--- config.mk ---
export PLATFORM = sky130hd
export DESIGN_NAME = sbf_div_cell
export DESIGN_NICKNAME = d
export VERILOG_FILES = /design/src/hdl/spherical_boundary_force_assert.svh /design/src/hdl/sbf_pkg.sv /design/src/hdl/sbf_div_cell.sv
export SDC_FILE = /design/constraint.sdc
export NUM_CORES = 1
export LEC_CHECK = 0
export ABC_CLOCK_PERIOD_IN_PS = 800
export BUFFER_PORTS_ARGS = -buffer_cell sky130_fd_sc_hd__buf_4
export CAP_MARGIN = 20
export CELL_PAD_IN_SITES_DETAIL_PLACEMENT = 1
export CELL_PAD_IN_SITES_GLOBAL_PLACEMENT = 1
export CORE_MARGIN = 1
export CORE_UTILIZATION = 34
export CTS_CLUSTER_DIAMETER = 120
export DETAILED_ROUTE_END_ITERATION = 7
export PLACE_DENSITY = 0.75
export SLEW_MARGIN = 25
export SYNTH_ARGS = -nofsm -noshare
export SYNTH_HDL_FRONTEND = slang
export SYNTH_SLANG_ARGS = --single-unit
export TNS_END_PERCENT = 50
--- constraint.sdc ---
create_clock -name clk -period 0.8 [get_ports clk]
set_clock_uncertainty 0.1 [all_clocks]
set_input_delay 0.04 -clock clk [delete_from_list [all_inputs] [get_ports clk]]
set_output_delay 0.04 -clock clk [all_outputs]
set_load 0.1 [all_outputs]
--- src/hdl/spherical_boundary_force_assert.svh ---
// Assertion macros for the spherical boundary force RTL.
`ifndef SPHERICAL_BOUNDARY_FORCE_ASSERT_SVH
`define SPHERICAL_BOUNDARY_FORCE_ASSERT_SVH

// Same-cycle implication, checked outside reset.
`define SBF_ASSERT_IMP(lbl, ante, cons, msg) \
	lbl: assert property (@(posedge clk) disable iff (!arst_n) (ante) |-> (cons)) \
		else $error(msg);

// Next-cycle implication, checked outside reset.
`define SBF_ASSERT_NEXT(lbl, ante, cons, msg) \
	lbl: assert property (@(posedge clk) disable iff (!arst_n) (ante) |=> (cons)) \
		else $error(msg);

`endif

--- src/hdl/sbf_pkg.sv ---
// Shared constants and stage types of the spherical boundary force block.
package sbf_pkg;

	localparam int CW = 24;
	localparam int SQ_W = 2 * CW;
	localparam int REM_W = CW + 1;
	localparam int RAD_W = 15;
	localparam int K_W = 16;
	localparam int PROD_W = CW + K_W;
	localparam int NAXIS = 3;
	localparam int NCELL = CW;

	localparam logic [RAD_W-1:0] RADIUS_RESET = RAD_W'(10240);
	localparam logic [RAD_W-1:0] RADIUS_LOW_EXCL = RAD_W'(256);
	localparam logic [RAD_W-1:0] RADIUS_HIGH_EXCL = RAD_W'(20480);
	localparam logic [K_W-1:0] STIFFNESS_RESET = K_W'(16384);

	localparam logic [CW-1:0] POS_MAX = {1'b0, {(CW-1){1'b1}}};
	localparam logic [CW-1:0] NEG_MAG_MAX = {1'b1, {(CW-1){1'b0}}};

	// Register indexes on the configuration port.
	typedef enum logic {
		REG_RADIUS = 1'b0,
		REG_STIFFNESS = 1'b1
	} reg_idx_t;

	// Payload handed along the square root cells.
	typedef struct packed {
		logic [SQ_W-1:0] rad;
		logic [REM_W-1:0] rem;
		logic [CW-1:0] root;
		logic [NAXIS-1:0][CW-1:0] mag;
		logic [NAXIS-1:0] pos;
		logic active;
	} sqrt_stage_t;

	// Payload handed along the divider cells.
	typedef struct packed {
		logic [NAXIS-1:0][CW-1:0] rem;
		logic [NAXIS-1:0][CW-1:0] num_lo;
		logic [NAXIS-1:0][CW-1:0] quo;
		logic [CW-1:0] dvsr;
		logic [NAXIS-1:0] pos;
		logic active;
	} div_stage_t;

endpackage

--- src/hdl/sbf_div_cell.sv ---
// One restoring division step on all three axes: yields one quotient bit each.
module sbf_div_cell (
	input  logic               clk,
	input  logic               arst_n,
	input  logic               en,
	input  logic               valid_in,
	input  sbf_pkg::div_stage_t stage_in,
	output logic               valid_out,
	output sbf_pkg::div_stage_t stage_out
);

	logic                  valid_q;
	sbf_pkg::div_stage_t   stage_q;
	sbf_pkg::div_stage_t   stage_d;
	logic [sbf_pkg::CW:0]  rem_shift [sbf_pkg::NAXIS];
	logic [sbf_pkg::NAXIS-1:0] take;

	// Shift in the next numerator bit and subtract the distance where it fits.
	always_comb begin
		stage_d = stage_in;
		for (int a = 0; a < sbf_pkg::NAXIS; a++) begin
			rem_shift[a] = {stage_in.rem[a], stage_in.num_lo[a][sbf_pkg::CW-1]};
			take[a] = (rem_shift[a] >= {1'b0, stage_in.dvsr});
			stage_d.num_lo[a] = {stage_in.num_lo[a][sbf_pkg::CW-2:0], 1'b0};
			stage_d.quo[a] = {stage_in.quo[a][sbf_pkg::CW-2:0], take[a]};
			if (take[a]) begin
				stage_d.rem[a] = sbf_pkg::CW'(rem_shift[a] - {1'b0, stage_in.dvsr});
			end else begin
				stage_d.rem[a] = sbf_pkg::CW'(rem_shift[a]);
			end
		end
	end

	// Beat valid flag.
	always_ff @(posedge clk or negedge arst_n) begin
		if (!arst_n) begin
			valid_q <= 1'b0;
		end else if (en) begin
			valid_q <= valid_in;
		end
	end

	// Payload register.
	always_ff @(posedge clk) begin
		if (en) begin
			stage_q <= stage_d;
		end
	end

	assign valid_out = valid_q;
	assign stage_out = stage_q;

endmodule
==> key figures <==
Outcome
  – Status: complete, but fails checks
  – Violations in the final reports: hold timing, setup timing

Route
  – WL/cell: 32.2 um
  – DR vias/cell: 5.54
  – Total wire length: 77,400 um
  – Pre-antenna DRT Iters: 5
  – M1 wire length: 26,400 um
  – Routed wl met2: 38,700 um
  – Routed vias: 13,329
  – Antenna-violating nets left: 0
  – 1st-iter DRT viols: 1,064
  – Top layer in use: met5
  – # DRC: 0
  – Routed wl met3: 6210 um

GRT
  – Overall Global Routing Usage: 37.4%
  – Vias in the first global route: 14,161
  – Largest net degree at the start of global routing: 23
  – Overflow after GRT: 0
  – First-pass GRT wire length: 97,300 um
  – Initial antenna violation count: 9

Layout
  – Non-Filler Instances: 2,405
  – Layout cells sized above 1: 52.2%
  – Layout area overhead: 101%
  – Nets: 2,244

Power and ir drop
  – Pwr/cell area: 2270 nW/um2
  – Static leakage: 10.6 nW
  – Peak supply drop: 2790 uV

Logic synthesis
  – Commonest cells post-synth: 241 x edfxtp_1, 72 x ha_1, 59 x a21oi_1
  – Area leader, netlist: edfxtp_1
  – XOR/XNOR Fraction of Synth Area: 4.08%
  – Post-synth EDFFs: 241
  – Largest family of logic cells by synthesized area: compound AO/OA/AOI/OAI gates
  – Sequential area share after synthesis: 60.5%
  – Top-count cell post-synth: edfxtp_1
  – Post-synth ARST share: 0.413%
  – Synth Area in Simple Gates: 6.85%
  – Synth top area cells: edfxtp_1 60%, ha_1 7.5%, mux2_2 4.3%
  – Mux contribution to synthesized area: 7.27%
  – #FFs+latches synth: 242
  – Synth Area in Compound Gates: 10.9%
  – Post-synth top area share: 60.3%
  – Cells after Synth: 866
  – Warnings, synthesis: 0
  – Mapped Area: 12,000 um2
  – Post-Synth Adder-Cell Area: 8.00%
  – Count of cell types in the netlist: 69
  – Top_reg_cell synth: edfxtp_1
  – Syn_area_per_cell: 13.9 um2

Die
  – Std-Cell Rows: 68
  – I/O Pins: 493
  – Placeable Area: 34,600 um2
  – Starting density of the core: 34.7%
  – Die Area: 36,100 um2
  – Die height: 190 um
  – Die width: 190 um

Setup path
  – CP Launch Type: input pin
  – CP Capture Type: register
  – Req. time, crit path: 0.99 ns
  – Crit path DAT: 2.68 ns
  – CP Class: input pin to register
  – Worst-path maximum fanout: 6

Placement
  – Setup WS pre-CTS: -2.26 ns
  – GP Congestion: 0.963
  – Post-DP HPWL: 41,600 um
  – Dpl cells: 2,065
  – Port bufs: 486

Timing
  – RSZ-0062 raised after global routing: yes
  – Number of setup violations in the final report: 318
  – Relative slew margins: 53.9%
  – Fmax: 0.402 GHz
  – Slew Limit Fails: 0
  – Final period util: 311%
  – Tmin final: 2.49 ns
  – Setup ws final: -1.69 ns
  – Final hold violations: 110
  – Worst hold slack: -0.224 ns
  – Actual slew at the worst max-slew pin: 0.689 ns

Clocking
  – TritonCTS clock tree: yes
  – Clock Tree Buf Depth: 3
  – Later-pin clock latency in the skew report: 0.57 ns
  – CTS root buffer: clkbuf_16
  – CTS H-tree depth: 1
  – Num CTS Buffers: 28
  – Sink Count: 242
  – Clock transition at path regs: 0.09 ns

Worst hold path
  – Worst Hold Class: input pin to register

Flow run
  – # Max-Cap Violations: 0
layer usage:
layer	vias to the layer above	track usage (%)
li1	5445	-
met1	6684	40.1
met2	869	68.8
met3	325	7.27
met4	6	20.0
met5	-	0
cell usage in the layout, fill, tap and decap left out, types with 21 or more instances in the layout:
master,n
a21o_1,24
a21oi_1,49
buf_12,21
buf_4,515
buf_6,256
clkbuf_16,30
dlygate4sd3_1,230
edfxtp_1,241
ha_1,48
ha_4,24
inv_1,36
mux2_4,59
nand2_1,33
nor2_1,42
o21ai_0,22
xnor2_1,40
sequential cells by signal (all words and copies together), names as in the netlist:
register   flops
stage_out    241
valid_out      1
cell type report:
| class | instances | area, um2 |
|---|---|---|
| diodes | 8 | 20.0 |
| clock buffers | 37 | 756 |
| clock inverters | 14 | 151 |
| fillers | 3269 | 10500 |
| inverters | 44 | 193 |
| multi-input cells | 565 | 5380 |
| flip-flops and latches | 242 | 7270 |
| well taps | 455 | 569 |
| repair buffers | 1040 | 9780 |
logic make-up (layout without fill, tap and decap cells):
logic type	count (synthesis)	in the layout
and+or+nand+nor	162	162
other	1	11
muxes	73	73
AOI/OAI and AO/OA	193	196
adders and majority gates	75	75
buffers and inverters	64	1135
DFF	242	242
xor gates and xnor gates	56	56
through the flow:
step,cell area (um2),util (%),hold WS (ns),total power [mW],TNS (ns)
3_3_place_gp,18500,53.6,-0.274,35.6,-174.49
4_1_cts,23100,66.6,-0.299,51.4,-239.82
3_5_place_dp,18500,53.6,-0.276,35.9,-183.37
2_1_floorplan,12200,-,-0.356,29.5,-182.43
5_1_grt,24100,69.6,-0.219,55.6,-251.34
6_report,24100,69.6,-0.224,54.8,-244.73
critical path, cell delays in order:
cell and delay (ns):
buf_4 0.12, inv_1 0.16, ha_1 0.28, a21o_1 0.18
a21o_1 0.20, a21oi_1 0.31, o21ai_0 0.30, a211oi_4 0.38
nor2_4 0.07, buf_6 0.14, buf_12 0.15, mux2_4 0.33
timing repair:
| item | 4_1_cts | 5_1_grt |
|---|---|---|
| resized for setup | 225 | 218 |
| hold endpoints to repair | 482 | 151 |
| gates cloned | 6 | 2 |
| endpoints found under the setup margin | 318 | 346 |
| pin swaps | 32 | 36 |
| hold buffers | 229 | 2 |
| setup buffers | 27 | 25 |
power by group:
group	switching [mW]	total, mW	leakage [nW]	internal [mW]
registers	0.988	16.6	2.37	15.6
logic	15.7	24.2	7.81	8.52
clock network	6.31	13.9	0.433	7.62
path summary, 6_finish.rpt:
check | start | slack (ns) | endpoint | depth (start not counted)
max in group asynchronous | arst_n | 0.25 | valid_out | 3
min in group asynchronous | arst_n | 0.22 | valid_out | 3
max | stage_in[22] | -1.69 | stage_out[231] | 12
min reg2reg | valid_out | 0.52 | valid_out | 1
max reg2reg | valid_out | -0.18 | valid_out | 1
min | stage_in[235] | -0.22 | stage_out[236] | 3
(Power assumes the default switching activity.)
