`src/hdl/spherical_boundary_force_assert.svh`:
```
// Assertion macros for the spherical boundary force RTL.
`ifndef SPHERICAL_BOUNDARY_FORCE_ASSERT_SVH
`define SPHERICAL_BOUNDARY_FORCE_ASSERT_SVH

// Same-cycle implication, checked outside reset.
`define SBF_ASSERT_IMP(lbl, ante, cons, msg) \
	lbl: assert property (@(posedge clk) disable iff (!arst_n) (ante) |-> (cons)) \
		else $error(msg);

// Next-cycle implication, checked outside reset.
`define SBF_ASSERT_NEXT(lbl, ante, cons, msg) \
	lbl: assert property (@(posedge clk) disable iff (!arst_n) (ante) |=> (cons)) \
		else $error(msg);

`endif

```
`src/hdl/sbf_pkg.sv`:
```
// Shared constants and stage types of the spherical boundary force block.
package sbf_pkg;

	localparam int CW = 24;
	localparam int SQ_W = 2 * CW;
	localparam int REM_W = CW + 1;
	localparam int RAD_W = 15;
	localparam int K_W = 16;
	localparam int PROD_W = CW + K_W;
	localparam int NAXIS = 3;
	localparam int NCELL = CW;

	localparam logic [RAD_W-1:0] RADIUS_RESET = RAD_W'(10240);
	localparam logic [RAD_W-1:0] RADIUS_LOW_EXCL = RAD_W'(256);
	localparam logic [RAD_W-1:0] RADIUS_HIGH_EXCL = RAD_W'(20480);
	localparam logic [K_W-1:0] STIFFNESS_RESET = K_W'(16384);

	localparam logic [CW-1:0] POS_MAX = {1'b0, {(CW-1){1'b1}}};
	localparam logic [CW-1:0] NEG_MAG_MAX = {1'b1, {(CW-1){1'b0}}};

	// Register indexes on the configuration port.
	typedef enum logic {
		REG_RADIUS = 1'b0,
		REG_STIFFNESS = 1'b1
	} reg_idx_t;

	// Payload handed along the square root cells.
	typedef struct packed {
		logic [SQ_W-1:0] rad;
		logic [REM_W-1:0] rem;
		logic [CW-1:0] root;
		logic [NAXIS-1:0][CW-1:0] mag;
		logic [NAXIS-1:0] pos;
		logic active;
	} sqrt_stage_t;

	// Payload handed along the divider cells.
	typedef struct packed {
		logic [NAXIS-1:0][CW-1:0] rem;
		logic [NAXIS-1:0][CW-1:0] num_lo;
		logic [NAXIS-1:0][CW-1:0] quo;
		logic [CW-1:0] dvsr;
		logic [NAXIS-1:0] pos;
		logic active;
	} div_stage_t;

endpackage

```
`src/hdl/sbf_sqrt_cell.sv`:
```
// One step of the integer square root: takes two radicand bits, yields one root bit.
module sbf_sqrt_cell (
	input  logic                clk,
	input  logic                arst_n,
	input  logic                en,
	input  logic                valid_in,
	input  sbf_pkg::sqrt_stage_t stage_in,
	output logic                valid_out,
	output sbf_pkg::sqrt_stage_t stage_out
);

	logic                   valid_q;
	sbf_pkg::sqrt_stage_t   stage_q;
	logic [sbf_pkg::REM_W+1:0] rem_shift;
	logic [sbf_pkg::REM_W+1:0] trial;
	logic                   take;
	sbf_pkg::sqrt_stage_t   stage_d;

	// Trial subtraction of (4*root + 1) from the shifted remainder.
	always_comb begin
		rem_shift = {stage_in.rem, stage_in.rad[sbf_pkg::SQ_W-1 -: 2]};
		trial = {1'b0, stage_in.root, 2'b01};
		take = (rem_shift >= trial);
		stage_d = stage_in;
		stage_d.rad = {stage_in.rad[sbf_pkg::SQ_W-3:0], 2'b00};
		stage_d.root = {stage_in.root[sbf_pkg::CW-2:0], take};
		if (take) begin
			stage_d.rem = sbf_pkg::REM_W'(rem_shift - trial);
		end else begin
			stage_d.rem = sbf_pkg::REM_W'(rem_shift);
		end
	end

	// Beat valid flag.
	always_ff @(posedge clk or negedge arst_n) begin
		if (!arst_n) begin
			valid_q <= 1'b0;
		end else if (en) begin
			valid_q <= valid_in;
		end
	end

	// Payload register.
	always_ff @(posedge clk) begin
		if (en) begin
			stage_q <= stage_d;
		end
	end

	assign valid_out = valid_q;
	assign stage_out = stage_q;

endmodule

```
`config.mk`:
```
export PLATFORM = sky130hd
export DESIGN_NAME = sbf_sqrt_cell
export DESIGN_NICKNAME = d
export VERILOG_FILES = /design/src/hdl/spherical_boundary_force_assert.svh /design/src/hdl/sbf_pkg.sv /design/src/hdl/sbf_sqrt_cell.sv
export SDC_FILE = /design/constraint.sdc
export NUM_CORES = 1
export LEC_CHECK = 0
export BUFFER_PORTS_ARGS = -buffer_cell sky130_fd_sc_hd__clkbuf_2
export CAP_MARGIN = 20
export CORE_AREA = 2 2 136 138
export CTS_BUF_LIST = sky130_fd_sc_hd__clkbuf_4 sky130_fd_sc_hd__clkbuf_8
export DETAILED_ROUTE_END_ITERATION = 10
export DIE_AREA = 0 0 138 140
export PLACE_DENSITY_LB_ADDON = 0.25
export SLEW_MARGIN = 10
export SYNTH_ARGS = -nofsm -noshare
export SYNTH_HDL_FRONTEND = slang
export SYNTH_SLANG_ARGS = --single-unit
```
`constraint.sdc`:
```
create_clock -name clk -period 1.24 [get_ports clk]
set_clock_uncertainty 0.15 [all_clocks]
set_input_delay 0.248 -clock clk [delete_from_list [all_inputs] [get_ports clk]]
set_output_delay 0.248 -clock clk [all_outputs]
set_load 0.005 [all_outputs]
```
==> results.tsv <==
stage	metric	value	unit
power_and_ir_drop	peakVddDrop	0.000636	V
cts	cts_buffers	17	
critical_path	critPathRequiredTime	1.43	ns
cts	cts_tree	built	
power_and_ir_drop	seqPwrFrac	49.2	%
placement	dpl.hpwl	17000	microns
cts	clock_latency	0.46	ns
sta	rsz0062_at_grt	true	
critical_path	path_class	in2reg	
flow_run	drv_cap	0	
cts	clockBufferDepth	2	
global_route	grt_pass1_wl	35700	microns
global_route	grtUsageMet2	42.9	%
drt	wl_per_cell	18.4	microns
cts	cts.sinks	172	
sta	slew_violations	0	
drt	vias	6183	
power_and_ir_drop	power_density	1160	mW/mm^2
yosys	synth_area_leader_cell	edfxtp_1	
critical_path	crit_slowest_cell	nor4_1	
worst_hold_path	hold_path_class	in2reg	
cts	h-tree-depth	4	
drt	wirelength	24100	microns
yosys	ys_seq_elements	172	
global_route	grt_use_met3	6.77	%
yosys	avgSynthCellArea	16.4	sq um
power_and_ir_drop	switchingPower	3930	uW
sta	fin_crit_sh	177	%
power_and_ir_drop	internal_power	10600	uW
yosys	yosys_warnings	0	
outcome	violations	setup timing	
sta	fin_ws	-0.954	ns
critical_path	worstPathMaxFanout	5	
yosys	synth.area.top_cells	edfxtp_1 (73%), ha_1 (4.6%), mux2_4 (2.1%)	
global_route	grt_max_degree	56	
critical_path	crit_path_start	stage_in[84]	
global_route	gr-max-usage-layer	met2	
power_and_ir_drop	power_frac_clock	27.6	%
drt	drt_first_iter_violations	310	
yosys	synth_top_area_share	72.7	%
drt	first_pass_iters	4	
cells_and_area	fillCellCount	1217	
cts	cts-root-buf	clkbuf_8	
placement	place.gp.congestion	0.898	
cts	cts.clk_slew.worst_paths	0.10	ns
critical_path	slowest_delay	0.40	ns
power_and_ir_drop	comb_power_share	23.2	%
critical_path	start_kind	input port	
critical_path	rr_startpoint	valid_out	
cells_and_area	fin_nets	1269	
power_and_ir_drop	leakagePower	0.00566	uW
sta	hold_viol_final	0	
floorplanning	io_pins	351	
drt	avgViaCountPerCell	4.73	
critical_path	endpoint_kind	register	
critical_path	cp_data_arrival_time	2.39	ns
yosys	synth-async-reset-ratio	0.581	%
placement	numPortBuffers	348	
cells_and_area	diodes	0	
yosys	synth-edff-count	171	
cells_and_area	drive_gt1_share	52.4	%
floorplanning	fp.dieArea	0.0193	sq mm
floorplanning	die_h	140	microns
global_route	overflow	0	
power_and_ir_drop	swShare	27.0	%
cells_and_area	final_common_cell	clkbuf_2	
floorplanning	fp.dieW	138	microns
drt	antenna_left	0	
sta	setup_violations	198	
yosys	synth_cell_types	56	
critical_path	crit_top_cell	buf_4	
outcome	status	finished with violations	
sta	min_period	2.19	ns
worst_hold_path	hold_path_startpoint	stage_in[116]	
floorplanning	design.core.area	0.0178	sq mm
cells_and_area	areaGrowthSynthToFinish	77.0	%
yosys	yosysSeqAreaShare	73.1	%
yosys	synth_area	0.00706	sq mm
yosys	ys.flop_type	edfxtp_1	
floorplanning	start_util	39.7	%
global_route	grt_util_all_layers	24.2	%
global_route	met1_usage	26.9	%
sta	max_freq	456	MHz
cells_and_area	final_cell_mix	clkbuf_2 (330), edfxtp_1 (171), dlygate4sd3_1 (165)	
floorplanning	rows	49	
power_and_ir_drop	power	14500	uW
global_route	antenna_found_initial	1	
yosys	synthesis.instances	431	
global_route	grt_pass1_vias	6397	
drt	drc	0	
critical_path	path_cells	buf_8 -> inv_4 -> ha_4 -> buf_4 -> and3_1 -> buf_4 -> a211oi_1 -> a21oi_1 -> and4_1 -> nor4_1 -> mux2_4	
sta	fin_hold_ws	0.0406	ns
power groups by stage:
stage | Combinational, uW | Clock (uW) | Sequential, uW
3_3_place_gp | 2610 | 0 | 7270
3_5_place_dp | 2660 | 0 | 7280
6_report | 3370 | 4010 | 7160
5_1_grt | 3610 | 4340 | 7210
4_1_cts | 3250 | 4110 | 7160
2_1_floorplan | 985 | 0 | 7350
cells in the mapped netlist, types with 5 or more instances:
cell type,instances
xnor2_1,14
clkbuf_1,6
nor3_1,5
and3_1,5
a31oi_1,6
a21oi_1,20
nor2_1,14
a21o_1,12
o21ai_0,6
mux2_1,5
nand2_1,19
nand3_1,6
inv_1,32
mux2_4,10
edfxtp_1,171
ha_1,26
nand4_1,5
xor2_1,6
mux2_2,7
per-stage QoR:
step,TNS [ns],util (%),instances,area [sq um],setup WS [ns]
final,-44.21,70.3,1308,12500,-0.954
after global routing,-56.68,70.3,1308,12500,-1.01
after CTS,-51.16,69.1,1306,12300,-0.954
after detailed placement,-38.54,56.4,1102,10000,-1.54
after global placement,-37.10,56.4,1102,10000,-1.49
after floorplan,-34.91,-,432,7220,-1.43
kinds of logic after synthesis:
group           synth area share [%]
compound gates                  7.55
xor+xnor                        2.48
fa+ha+maj                       4.61
buf+inv                         2.69
flops                           73.1
mux                             4.47
other cells                   0.0531
simple gates                    5.05
sequential cells by signal (all words and copies together) (netlist names):
name       flops
stage_out    171
valid_out      1
worst paths after layout:
kind | end | slack (ns) | cells after the start
max | stage_out[121] | -0.95 | 11
min | stage_out[118] | 0.04 | 3
max reg2reg | valid_out | 0.35 | 1
min reg2reg | valid_out | 0.37 | 1
max in group asynchronous | valid_out | 0.36 | 3
min in group asynchronous | valid_out | 0.48 | 3
critical path, delay by kind of cell:
family	cells	cell delay, ns
muxes	1	0.23
and+or+nand+nor	3	0.84
adders and majority gates	1	0.21
buffers and inverters	4	0.44
AOI/OAI and AO/OA	2	0.42
layout make-up:
class / count / area, sq um / share of cell area, %
flip-flops and latches: 172 / 5160 / 41.3
repair buffers: 627 / 4430 / 35.5
clock inverters: 15 / 174 / 1.39
inverters: 32 / 133 / 1.06
well taps: 229 / 287 / 2.29
clock buffers: 17 / 234 / 1.87
multi-input cells: 216 / 2070 / 16.6
per-layer routing:
layer / routed length, microns / vias to the layer above / part of all wire [%]
li1: - / 2915 / -
met1: 9040 / 2945 / 37
met2: 12500 / 266 / 52
met3: 1460 / 57 / 6.1
met4: 1130 / 0 / 4.7
met5: 0 / - / 0
repair_timing:
action,in CTS,in global routing
buffers inserted,8,4
hold buffers,164,1
hold endpoints to repair,163,1
endpoints found under the setup margin,198,198
pin swaps,4,11
gates resized for setup,29,55
cloned,1,1
No activity file was read; power rests on OpenSTA's default activity.
